**config.mk**
```make
export PLATFORM = sky130hd
export DESIGN_NAME = udp_knock_packet_filter_core
export DESIGN_NICKNAME = d
export VERILOG_FILES = /design/src/rtl/core/ukpf_pkg.sv /design/src/rtl/core/ukpf_queue.sv /design/src/rtl/core/ukpf_front.sv /design/src/rtl/core/ukpf_back.sv /design/src/rtl/core/udp_knock_packet_filter_core.sv
export SDC_FILE = /design/constraint.sdc
export NUM_CORES = 1
export LEC_CHECK = 0
export BUFFER_PORTS_ARGS = -buffer_cell sky130_fd_sc_hd__buf_2
export CAP_MARGIN = 20
export CORE_MARGIN = 4
export CORE_UTILIZATION = 50
export CTS_CLUSTER_SIZE = 30
export DETAILED_ROUTE_END_ITERATION = 16
export PLACE_DENSITY = 0.73
export SYNTH_ARGS = -nofsm -noshare
export SYNTH_HDL_FRONTEND = slang
export SYNTH_SLANG_ARGS = --single-unit
```
**constraint.sdc**
```tcl
create_clock -name clk -period 8.36 [get_ports clk]
set_input_delay 1.254 -clock clk [delete_from_list [all_inputs] [get_ports clk]]
set_output_delay 1.254 -clock clk [all_outputs]
set_load 0.02 [all_outputs]
```
**src/rtl/core/ukpf_pkg.sv**
```systemverilog
package ukpf_pkg;

  localparam int LENGTH_BITS_DEF = 16;

  localparam int POS_BITS    = 16;
  localparam int LINK_BITS   = 5;
  localparam int PORT_BITS   = 16;
  localparam int CFG_BITS    = 16;

  // header layout, relative to the start of the ip header
  localparam int OFS_PROTO    = 9;
  localparam int OFS_SRC_LO   = 12;
  localparam int OFS_SRC_HI   = 15;
  localparam int OFS_PORT_LO  = 22;
  localparam int OFS_PORT_HI  = 23;
  localparam int OFS_ULEN_LO  = 24;
  localparam int OFS_ULEN_HI  = 25;
  localparam int OFS_PAYLOAD  = 28;

  localparam int UDP_PROTO    = 17;
  localparam int UDP_HDR      = 8;
  localparam int MIN_PAYLOAD  = 6;
  localparam int USER_SLACK   = 5;

  localparam int MID_DEPTH    = 4;
  localparam int OUT_DEPTH    = 2;

  typedef enum logic [0:0] {
    CFG_LINK_HEADER = 1'b0,
    CFG_KNOCK_PORT  = 1'b1
  } cfg_index_t;

  typedef enum logic [2:0] {
    REJ_OK         = 3'd0,
    REJ_NOT_UDP    = 3'd1,
    REJ_WRONG_PORT = 3'd2,
    REJ_TRUNCATED  = 3'd3,
    REJ_SHORT      = 3'd4,
    REJ_BAD_USER   = 3'd5,
    REJ_NO_COLON   = 3'd6,
    REJ_BAD_ENC    = 3'd7
  } reject_t;

  typedef enum logic [2:0] {
    PH_USER     = 3'd0,
    PH_ENC      = 3'd1,
    PH_PAD      = 3'd2,
    PH_USER_BAD = 3'd3,
    PH_ENC_BAD  = 3'd4
  } phase_t;

  typedef enum logic [2:0] {
    K_NONE    = 3'd0,
    K_PROTO   = 3'd1,
    K_SRC     = 3'd2,
    K_PORT    = 3'd3,
    K_ULEN    = 3'd4,
    K_PAYLOAD = 3'd5
  } kind_t;

  typedef struct packed {
    logic [7:0] frame_byte;
    logic       frame_last;
  } in_item_t;

  typedef struct packed {
    logic        knock_ok;
    logic [2:0]  reject_code;
    logic [31:0] source_address;
    logic [15:0] user_length;
    logic [15:0] encoded_length;
  } result_t;

  typedef struct packed {
    logic user_char;
    logic enc_char;
    logic colon;
    logic equal;
  } char_class_t;

  typedef struct packed {
    logic [7:0]  byte_val;
    kind_t       kind;
    char_class_t cls;
    logic        last;
    logic        long_enough;
  } entry_t;

  function automatic logic is_alnum(input logic [7:0] c);
    return (c >= 8'h30 && c <= 8'h39) || (c >= 8'h41 && c <= 8'h5a) ||
           (c >= 8'h61 && c <= 8'h7a);
  endfunction

  function automatic char_class_t classify(input logic [7:0] c);
    char_class_t r;
    r.user_char = is_alnum(c) || c == 8'h5f || c == 8'h40 || c == 8'h2e;
    r.enc_char  = is_alnum(c) || c == 8'h2b || c == 8'h2f;
    r.colon     = c == 8'h3a;
    r.equal     = c == 8'h3d;
    return r;
  endfunction

endpackage

```
**src/rtl/core/ukpf_queue.sv**
```systemverilog
module ukpf_queue #(
  parameter int WIDTH = 8,
  parameter int DEPTH = 4
) (
  input  logic             clk,
  input  logic             rst,
  input  logic             push,
  input  logic [WIDTH-1:0] wdata,
  output logic             full,
  input  logic             pop,
  output logic [WIDTH-1:0] rdata,
  output logic             empty
);

  localparam int IDX_BITS = (DEPTH > 1) ? $clog2(DEPTH) : 1;
  localparam int CNT_BITS = $clog2(DEPTH + 1);

  logic [WIDTH-1:0]    slots [DEPTH];
  logic [IDX_BITS-1:0] wr_ptr;
  logic [IDX_BITS-1:0] rd_ptr;
  logic [CNT_BITS-1:0] count;
  logic                do_push;
  logic                do_pop;

  assign full    = count == CNT_BITS'(DEPTH);
  assign empty   = count == '0;
  assign do_push = push && !full;
  assign do_pop  = pop && !empty;
  assign rdata   = slots[rd_ptr];

  function automatic logic [IDX_BITS-1:0] bump(input logic [IDX_BITS-1:0] p);
    return (p == IDX_BITS'(DEPTH - 1)) ? '0 : p + 1'b1;
  endfunction

  always_ff @(posedge clk) begin
    if (do_push) begin
      slots[wr_ptr] <= wdata;
    end
  end

  always_ff @(posedge clk) begin
    if (rst) begin
      wr_ptr <= '0;
      rd_ptr <= '0;
      count  <= '0;
    end else begin
      if (do_push) begin
        wr_ptr <= bump(wr_ptr);
      end
      if (do_pop) begin
        rd_ptr <= bump(rd_ptr);
      end
      if (do_push && !do_pop) begin
        count <= count + 1'b1;
      end else if (do_pop && !do_push) begin
        count <= count - 1'b1;
      end
    end
  end

endmodule

```
**src/rtl/core/ukpf_front.sv**
```systemverilog
module ukpf_front (
  input  logic                              clk,
  input  logic                              rst,
  input  logic [ukpf_pkg::LINK_BITS-1:0]    link_header_bytes,
  input  logic                              take,
  input  ukpf_pkg::in_item_t                item,
  output ukpf_pkg::entry_t                  ent
);
  import ukpf_pkg::*;

  logic [POS_BITS-1:0] pos;
  logic [POS_BITS-1:0] pos_adv;
  logic [POS_BITS-1:0] rel;
  logic [POS_BITS-1:0] link_ext;
  logic                sat;
  logic                in_hdr;

  assign link_ext = POS_BITS'(link_header_bytes);
  assign sat      = pos == {POS_BITS{1'b1}};
  assign pos_adv  = sat ? pos : pos + 1'b1;
  assign rel      = pos - link_ext;
  assign in_hdr   = !sat && (pos >= link_ext);

  always_comb begin
    ent.byte_val    = item.frame_byte;
    ent.last        = item.frame_last;
    ent.cls         = classify(item.frame_byte);
    ent.long_enough = pos_adv >= (link_ext + POS_BITS'(OFS_PAYLOAD));
    ent.kind        = K_NONE;
    if (in_hdr) begin
      if (rel == POS_BITS'(OFS_PROTO)) begin
        ent.kind = K_PROTO;
      end else if (rel >= POS_BITS'(OFS_SRC_LO) && rel <= POS_BITS'(OFS_SRC_HI)) begin
        ent.kind = K_SRC;
      end else if (rel == POS_BITS'(OFS_PORT_LO) || rel == POS_BITS'(OFS_PORT_HI)) begin
        ent.kind = K_PORT;
      end else if (rel == POS_BITS'(OFS_ULEN_LO) || rel == POS_BITS'(OFS_ULEN_HI)) begin
        ent.kind = K_ULEN;
      end else if (rel >= POS_BITS'(OFS_PAYLOAD)) begin
        ent.kind = K_PAYLOAD;
      end
    end
  end

  always_ff @(posedge clk) begin
    if (rst) begin
      pos <= '0;
    end else if (take) begin
      pos <= item.frame_last ? '0 : pos_adv;
    end
  end

endmodule

```
**src/rtl/core/ukpf_back.sv**
```systemverilog
module ukpf_back #(
  parameter int LENGTH_BITS = ukpf_pkg::LENGTH_BITS_DEF
) (
  input  logic                           clk,
  input  logic                           rst,
  input  logic [ukpf_pkg::PORT_BITS-1:0] knock_port,
  input  ukpf_pkg::entry_t               ent,
  input  logic                           ent_valid,
  output logic                           ent_pop,
  output ukpf_pkg::result_t              res,
  output logic                           res_push,
  input  logic                           res_full
);
  import ukpf_pkg::*;

  localparam logic [LENGTH_BITS-1:0] LEN_MAX = {LENGTH_BITS{1'b1}};

  logic [7:0]             proto, proto_next;
  logic [31:0]            src, src_next;
  logic [15:0]            port, port_next;
  logic [15:0]            ulen, ulen_next;
  phase_t                 phase, phase_next;
  logic [LENGTH_BITS-1:0] user_cnt, user_cnt_next;
  logic [LENGTH_BITS-1:0] enc_cnt, enc_cnt_next;
  logic [LENGTH_BITS-1:0] pay_cnt, pay_cnt_next;
  logic                   clamped;
  logic                   fire;
  reject_t                code;

  assign fire     = ent_valid && (!ent.last || !res_full);
  assign ent_pop  = fire;
  assign res_push = fire && ent.last;

  assign clamped = (ulen >= 16'(UDP_HDR)) && (16'(pay_cnt) >= ulen - 16'(UDP_HDR));

  always_comb begin
    proto_next    = proto;
    src_next      = src;
    port_next     = port;
    ulen_next     = ulen;
    phase_next    = phase;
    user_cnt_next = user_cnt;
    enc_cnt_next  = enc_cnt;
    pay_cnt_next  = pay_cnt;
    case (ent.kind)
      K_PROTO: proto_next = ent.byte_val;
      K_SRC:   src_next   = {src[23:0], ent.byte_val};
      K_PORT:  port_next  = {port[7:0], ent.byte_val};
      K_ULEN:  ulen_next  = {ulen[7:0], ent.byte_val};
      K_PAYLOAD: begin
        if (!clamped && pay_cnt != LEN_MAX) begin
          pay_cnt_next = pay_cnt + 1'b1;
          case (phase)
            PH_USER: begin
              if (ent.cls.user_char) begin
                user_cnt_next = user_cnt + 1'b1;
              end else if (ent.cls.colon && user_cnt != '0) begin
                phase_next = PH_ENC;
              end else begin
                phase_next = PH_USER_BAD;
              end
            end
            PH_ENC: begin
              if (!ent.cls.enc_char) begin
                phase_next = (ent.cls.equal && enc_cnt != '0) ? PH_PAD : PH_ENC_BAD;
              end
              enc_cnt_next = enc_cnt + 1'b1;
            end
            PH_PAD: begin
              if (!ent.cls.equal) begin
                phase_next = PH_ENC_BAD;
              end
              enc_cnt_next = enc_cnt + 1'b1;
            end
            default: ;
          endcase
        end
      end
      default: ;
    endcase
  end

  // verdict over the state as it stands after the last byte
  always_comb begin
    if (proto_next != 8'(UDP_PROTO)) begin
      code = REJ_NOT_UDP;
    end else if (port_next != knock_port) begin
      code = REJ_WRONG_PORT;
    end else if (!ent.long_enough) begin
      code = REJ_TRUNCATED;
    end else if (pay_cnt_next < LENGTH_BITS'(MIN_PAYLOAD)) begin
      code = REJ_SHORT;
    end else if (user_cnt_next == '0) begin
      code = REJ_BAD_USER;
    end else if (user_cnt_next > pay_cnt_next - LENGTH_BITS'(USER_SLACK)) begin
      code = REJ_NO_COLON;
    end else if (phase_next == PH_USER_BAD) begin
      code = REJ_BAD_USER;
    end else if (phase_next == PH_USER) begin
      code = REJ_NO_COLON;
    end else if (phase_next == PH_ENC_BAD || enc_cnt_next == '0) begin
      code = REJ_BAD_ENC;
    end else begin
      code = REJ_OK;
    end
  end

  always_comb begin
    res.knock_ok       = code == REJ_OK;
    res.reject_code    = code;
    res.source_address = src_next;
    res.user_length    = (code == REJ_OK) ? 16'(user_cnt_next) : '0;
    res.encoded_length = (code == REJ_OK) ? 16'(enc_cnt_next) : '0;
  end

  always_ff @(posedge clk) begin
    if (rst) begin
      proto    <= '0;
      src      <= '0;
      port     <= '0;
      ulen     <= '0;
      phase    <= PH_USER;
      user_cnt <= '0;
      enc_cnt  <= '0;
      pay_cnt  <= '0;
    end else if (fire) begin
      if (ent.last) begin
        proto    <= '0;
        src      <= '0;
        port     <= '0;
        ulen     <= '0;
        phase    <= PH_USER;
        user_cnt <= '0;
        enc_cnt  <= '0;
        pay_cnt  <= '0;
      end else begin
        proto    <= proto_next;
        src      <= src_next;
        port     <= port_next;
        ulen     <= ulen_next;
        phase    <= phase_next;
        user_cnt <= user_cnt_next;
        enc_cnt  <= enc_cnt_next;
        pay_cnt  <= pay_cnt_next;
      end
    end
  end

  a_push_on_last: assert property (@(posedge clk) disable iff (rst)
    res_push |-> (ent_valid && ent.last))
    else $error("verdict without a last byte");

  a_clear_after_verdict: assert property (@(posedge clk) disable iff (rst)
    res_push |=> (pay_cnt == '0 && user_cnt == '0 && enc_cnt == '0 && phase == PH_USER))
    else $error("frame state not cleared after verdict");

  a_counts_bounded: assert property (@(posedge clk) disable iff (rst)
    (user_cnt <= pay_cnt) && (enc_cnt <= pay_cnt))
    else $error("name counts exceed payload count");

endmodule

```
**src/rtl/core/udp_knock_packet_filter_core.sv**
```systemverilog
// a verdict passes the byte queue and then the result queue before it shows on out_item
// throughput: one frame byte per cycle while full stays low, one verdict per frame at its last byte
// the front keeps the byte position; the back holds frame state and judges each frame
// full only rises when the 4-deep byte queue backs up behind a stalled result queue
// rst (synchronous) empties both queues, clears frame state, link offset 14, port 0
module udp_knock_packet_filter_core #(
  parameter int LENGTH_BITS = ukpf_pkg::LENGTH_BITS_DEF
) (
  input  logic                          clk,
  input  logic                          rst,
  // byte requests in
  input  logic                          push,
  input  ukpf_pkg::in_item_t            in_item,
  output logic                          full,
  // verdict requests out
  output logic                          empty,
  input  logic                          pop,
  output ukpf_pkg::result_t             out_item,
  // register writes
  input  logic                          cfg_write,
  input  ukpf_pkg::cfg_index_t          cfg_index,
  input  logic [ukpf_pkg::CFG_BITS-1:0] cfg_data
);
  import ukpf_pkg::*;

  logic [LINK_BITS-1:0] link_header_bytes;
  logic [PORT_BITS-1:0] knock_port;

  entry_t  front_ent;
  entry_t  back_ent;
  logic    take;
  logic    mid_empty;
  logic    mid_pop;
  result_t verdict;
  logic    verdict_push;
  logic    out_full;

  // config registers; the user writes them only while no frame is in flight, the block does not enforce it
  always_ff @(posedge clk) begin
    if (rst) begin
      link_header_bytes <= LINK_BITS'(14);
      knock_port        <= '0;
    end else if (cfg_write) begin
      case (cfg_index)
        CFG_LINK_HEADER: link_header_bytes <= cfg_data[LINK_BITS-1:0];
        CFG_KNOCK_PORT:  knock_port        <= cfg_data[PORT_BITS-1:0];
        default: ;
      endcase
    end
  end

  assign take = push && !full;

  // front: position tracking and per-byte tagging
  ukpf_front u_front (
    .clk               (clk),
    .rst               (rst),
    .link_header_bytes (link_header_bytes),
    .take              (take),
    .item              (in_item),
    .ent               (front_ent)
  );

  // tagged bytes wait here so the back can stall on its own
  ukpf_queue #(
    .WIDTH ($bits(entry_t)),
    .DEPTH (MID_DEPTH)
  ) u_mid_q (
    .clk   (clk),
    .rst   (rst),
    .push  (push),
    .wdata (front_ent),
    .full  (full),
    .pop   (mid_pop),
    .rdata (back_ent),
    .empty (mid_empty)
  );

  // back: frame state, payload grammar and verdict
  ukpf_back #(
    .LENGTH_BITS (LENGTH_BITS)
  ) u_back (
    .clk        (clk),
    .rst        (rst),
    .knock_port (knock_port),
    .ent        (back_ent),
    .ent_valid  (!mid_empty),
    .ent_pop    (mid_pop),
    .res        (verdict),
    .res_push   (verdict_push),
    .res_full   (out_full)
  );

  // verdicts wait here until popped
  ukpf_queue #(
    .WIDTH ($bits(result_t)),
    .DEPTH (OUT_DEPTH)
  ) u_out_q (
    .clk   (clk),
    .rst   (rst),
    .push  (verdict_push),
    .wdata (verdict),
    .full  (out_full),
    .pop   (pop),
    .rdata (out_item),
    .empty (empty)
  );

endmodule

```
; Yosys cells after proc, flatten, opt, wreduce, memory -nomap -nowiden
; Memories as Yosys holds them, arrays and structs flattened. A register that Yosys moved wholly into a read port is not among the register bits.
; Cells that the tools add are included.
; W data, S select, Z words.
[totals]
in_bits = 31
register_bits = 171
ramBits = 204
n_memories = 2
[mem_list]
columns = memory, words, word_bits, rd, rd_ports_with_merged_regs, wr, line
row1 = u_out_q.slots, 2, 68, 1, 1, 1, ukpf_queue.sv:18  ; logic [WIDTH-1:0] slots [DEPTH];
row2 = u_mid_q.slots, 4, 17, 1, 1, 1, ukpf_queue.sv:18
[classes]
n_lt_le_gt_ge = 15
eq_ne = 29
n_reduce_logical = 57
addsub = 16
n_mux = 64
n_bitwise = 1
[op_table]
columns = operator, n
row1 = $mux W16, 20
row2 = $mux W3, 24
row3 = $add A16 B1 Y16 const B, 4
row4 = $eq A16 B5 Y1 const B, 4
row5 = $mux W32, 2
row6 = $eq A8 B6 Y1 const B, 5
row7 = $ge A16 B16 Y1, 2
row8 = $ge A16 B4 Y1 const B, 2
row9 = $logic_not A16 Y1, 2
row10 = $reduce_bool A16 Y1, 2
row11 = $logic_and A1 B1 Y1, 19
row12 = $eq A16 B16 Y1 const B, 1
row13 = $eq A16 B4 Y1 const B, 1
row14 = $eq A8 B7 Y1 const B, 2
row15 = $ge A16 B5 Y1, 1
row16 = $ge A16 B5 Y1 const B, 1
row17 = $ge A8 B7 Y1 const B, 2
row18 = $gt A16 B16 Y1, 1
row19 = $le A16 B4 Y1 const B, 1
row20 = $le A8 B7 Y1 const B, 2
row21 = $lt A16 B3 Y1 const B, 1
row22 = $mux W8, 2
row23 = $ne A16 B16 Y1, 1
row24 = $ne A16 B16 Y1 const B, 1
row25 = 27 further kinds, 79

; Depth between registers and ports, before layout
[depth]
depth_word = 20
ltp_mapped = 34

; Hierarchy
; A second synthesis with hierarchy kept.
[unflattened]
cells_unflattened = 1899
area_unflattened_um2 = 20054.2
[modules_own_cells]
columns = mod, area_per_inst_um2, cells_per_inst, instances
row1 = ukpf_back, 8922.3, 1151, 1
row2 = ukpf_queue (u_out_q), 5201.2, 237, 1
row3 = ukpf_queue (u_mid_q), 2956.6, 139, 1
row4 = ukpf_front, 1991.9, 276, 1
row5 = udp_knock_packet_filter_core, 982.2, 96, 1

; Worst setup path after synthesis
; OpenSTA, ideal clock, no wires.
[synth_path]
path_type = reg-to-reg
from = register u_back.ulen[8]
to = memory u_out_q.slots[0][0] (netlist name), data pin
setup_slack_ns = 1.676
required_ns = 8.203
t_arrival_ns = 6.527
period_less_slack_ns = 6.684
path_stages_with_launch = 33
path_buffers = 4
path_cell_list = dfxtp_1 or4_1 or3_4 nor3_1 xnor2_1 ha_1 nand4_1 nor3_1 a32oi_1 a31oi_1 buf_4 buf_6 nor2_1 buf_2 xnor2_1 ha_1 nor2_1 mux2i_1 nand2_1 nor3b_1 nand3b_1 xnor2_1 ha_1 nand4_1 nor2_1 and2_0 a221o_1 o21ai_0 o211ai_1 a211oi_2 nand4b_4 buf_6 a21oi_1
[synth_lines]
columns = item, line
row1 = from (decl), ukpf_back.sv:21  ; logic [15:0] ulen, ulen_next;
row2 = from (signal assigned), ukpf_back.sv:140  ; ulen <= ulen_next;
row3 = to (decl), ukpf_queue.sv:18

==> results.md <==
* Status: completed
* Drt drc at 0
* Syn Nets at 1943
* Total GRT Usage at 0.219
* Total wire length at 46.2 mm
* Power Internal at 3.93 mW
* Fin cells at 2430
* Die H at 204 µm
* Die Wd at 204 µm
* Clk root buf: clkbuf_16
* Gpl congestion at 0.924
* First-pass GRT wire length at 74.5 mm
* Placed Area at 20000 µm²
* Post-synthesis compound-gate area fraction at 0.113
* Diodes inserted at 0
* Total gr overflow at 0
* Final core occ at 0.564
* # setup viols final at 0
* TritonCTS Buffers at 41
* Crit path capture: u_out_q.slots[1][0]
* Skew final at 0.0159 ns
* EDFF count, synth at 204
* Final Hold Viols at 0
* Synth Area in Simple Gates at 0.170
* FF-to-FF path depth at 28
* Area Growth Syn to Fin at 11.0%
* #FFs+latches synth at 378
* Slew headroom at 0.283
* Register share of total power at 0.387
* Commonest non-fill, non-tap cell in the layout: nor2_1
* Post-synthesis adder-cell area fraction at 0.0405
* Xor and xnor fraction of the mapped netlist area at 0.0524
* Final Net Count at 1978
* Crit path max-delay family: simple AND/OR/NAND/NOR gates
* Mux share of post-synthesis cell area at 0.0899
* CORE AREA at 37800 µm²
* Largest family of logic cells by synthesized area: simple AND/OR/NAND/NOR gates
* RR Endpoint: u_out_q.slots[1][0]
* Critical path's slowest cell: or4_1
* Critical path buffers and inverters at 0
* Static Leak at 7.77 nW
* Wirelength per Cell at 19.0 µm
* Max cap viols at 0
* CTS tree: yes
* Vias at 14300
* Clock power share at 0.287
* Most frequent cells in the layout: nor2_1, edfxtp_1, dfxtp_1, nand2_1, mux2_2
* Clock sink total at 378
* Vias in the first global route at 13900
* IO Count at 101
* Initial antenna violation count at 0
* Post-Synthesis Cells at 1851
* Largest net degree at the start of global routing at 69
* Critical path class: register to register
* Share of layout cells above drive strength 1 at 0.175
* Netlist cell types at 82
* CP required at 8.74 ns
* H-tree depth at 2
* Max Slew Vio Count at 0
* Antenna-violating nets left at 0
* CP startpoint kind: register
* Placed cells at 2352
* Share of flip-flops with an asynchronous set or reset at 0
* Reg2Reg Setup Slack at 0.73 ns
* Post-synth top area share at 0.318
* Worst Path Max Fanout at 33
* Psw at 2.16 mW
* Clock-pin slew on the worst setup and hold paths at 0.06 ns
* Initial core utilization at 0.508
* Post-synth top area cell: edfxtp_1
* Tot Pwr at 6.09 mW
* Final Critical Period at 7.63 ns
* Total Neg Setup Slack at 0 ns
* Crit path top cell by count: ha_1
* Die area at 41700 µm²
* Fin crit share at 0.913
* Highest Clock Rate at 131 MHz
* PD cells at 285 nW/µm²
* Reg-to-Reg Start: u_back.ulen[8]
* Tightest Hold Check Type: register to register
* DRT Pass-1 Iters at 5
* Bufs on Longest Clock Path at 3
* Logic depth of the worst setup path including buffers at 28
* Comb power frac at 0.326
* Via density at 5.88
* Register area share after synthesis at 0.499
* Clock latency on the worst-skew pair at 0.56 ns
* Post-CTS resize count at 0
* Worst setup path start: u_back.ulen[8]
* Unrepaired setup endpoints after global routing: no
* Worst Path Arrival at 8.01 ns
* Hold Buf Count CTS at 0
* Slowest Stage Delay on Critical Path at 0.59 ns
* Final instance area at 21300 µm²
* First-iteration detailed-routing DRC count at 1035
* Worst-Margin Slew at 1.07 ns
* Switch share at 0.354
* Hpwl dp at 31.4 mm
* Main flop type after synthesis: edfxtp_1
* Port Buffers at 100
* Synth top area cells: edfxtp_1, dfxtp_1, mux2_2
* Placement Rows at 71
* Yosys warning total at 0
* Synthesized area at 19200 µm²
* Worst setup EP type: register
* Peak supply drop at 176 µV
* Setup Buffers After CTS at 0
* Mapped Avg Cell Area at 10.4 µm²
## worst min-delay path: cells and delay by family, from the launching register on
family           cells  cell delay, ns
flip-flops           1            0.32
AND/OR/NAND/NOR      1            0.06
AO/OA/AOI/OAI        1            0.05
## how the worst min path moves through the flow
stage	end	startpoint	cells past startpoint
6_report	knock_port[5]	knock_port[5]	2
3_5_place_dp	knock_port[5]	knock_port[5]	2
2_1_floorplan	knock_port[13]	knock_port[13]	2
3_3_place_gp	register	u_mid_q.rd_ptr[1]	2
4_1_cts	knock_port[5]	knock_port[5]	2
5_1_grt	knock_port[8]	knock_port[8]	2
## cells by family after synthesis
family | Yosys count
and+or+nand+nor | 657
DFF | 378
AOI/OAI and AO/OA | 333
buffers and inverters | 167
muxes | 140
xor gates and xnor gates | 115
adders and majority gates | 61
## state kept, by name (all words and copies together) (netlist names), named ones only
name               cells
knock_port            16
link_header_bytes      5
u_out_q.wr_ptr         1
u_back.pay_cnt        16
u_mid_q.wr_ptr         2
u_back.enc_cnt        16
u_mid_q.count          3
u_back.proto           8
u_out_q.slots        136
u_back.phase           3
u_mid_q.rd_ptr         2
u_back.port           16
u_back.ulen           16
u_out_q.rd_ptr         1
u_back.user_cnt       16
u_out_q.count          2
u_front.pos           16
u_back.src            32
u_mid_q.slots         68
## power groups by stage
| stage | clock network (mW) | logic (mW) | registers [mW] |
|---|---|---|---|
| after global placement | 0 | 1.96 | 2.38 |
| after global routing | 1.86 | 2.15 | 2.38 |
| after detailed placement | 0 | 1.99 | 2.40 |
| after floorplan | 0 | 1.41 | 2.36 |
| after CTS | 1.78 | 2.00 | 2.36 |
| final | 1.75 | 1.99 | 2.36 |
## layer usage
| metal | part of all wire | global-route usage | up-vias |
|---|---|---|---|
| met5 | 0 | 0 | - |
| met4 | 0.023 | 0.0615 | 0 |
| met3 | 0.061 | 0.0476 | 72 |
| met2 | 0.48 | 0.365 | 407 |
| met1 | 0.44 | 0.290 | 6955 |
| li1 | - | - | 6857 |
## final cells by class
class                      instances  area [µm²]
fill                            3273       16500
multi-input combinational       1306        9000
tap                              511         639
clock buffer                      59        1160
timing repair buffer             120         651
inverter                          39         146
clock inverter                    17         140
sequential                       378        9610
## cells in the mapped netlist (15+ instances only)
library cell and instances:
ha_1 59, nor3_1 54, nand2_1 123, a31oi_1 20, o21ai_0 54, nor2_1 236
nor4_1 29, and2_1 15, mux2i_1 21, mux2_2 103, xnor2_1 81, a22oi_1 98
mux4_2 16, clkbuf_1 111, edfxtp_1 204, nand3_1 47, dfxtp_1 174, nor2b_1 22
and3_1 20, inv_1 36, xor2_1 34, nand4_1 25, a21oi_1 88
## through the flow
stage | hold WS, ns | worst slack [ns]
2_1_floorplan | 0.446 | 1.68
3_3_place_gp | 0.460 | 1.10
3_5_place_dp | 0.466 | 0.766
4_1_cts | 0.475 | 0.708
5_1_grt | 0.487 | 0.114
6_report | 0.475 | 0.727
(Power assumes the default switching activity.)
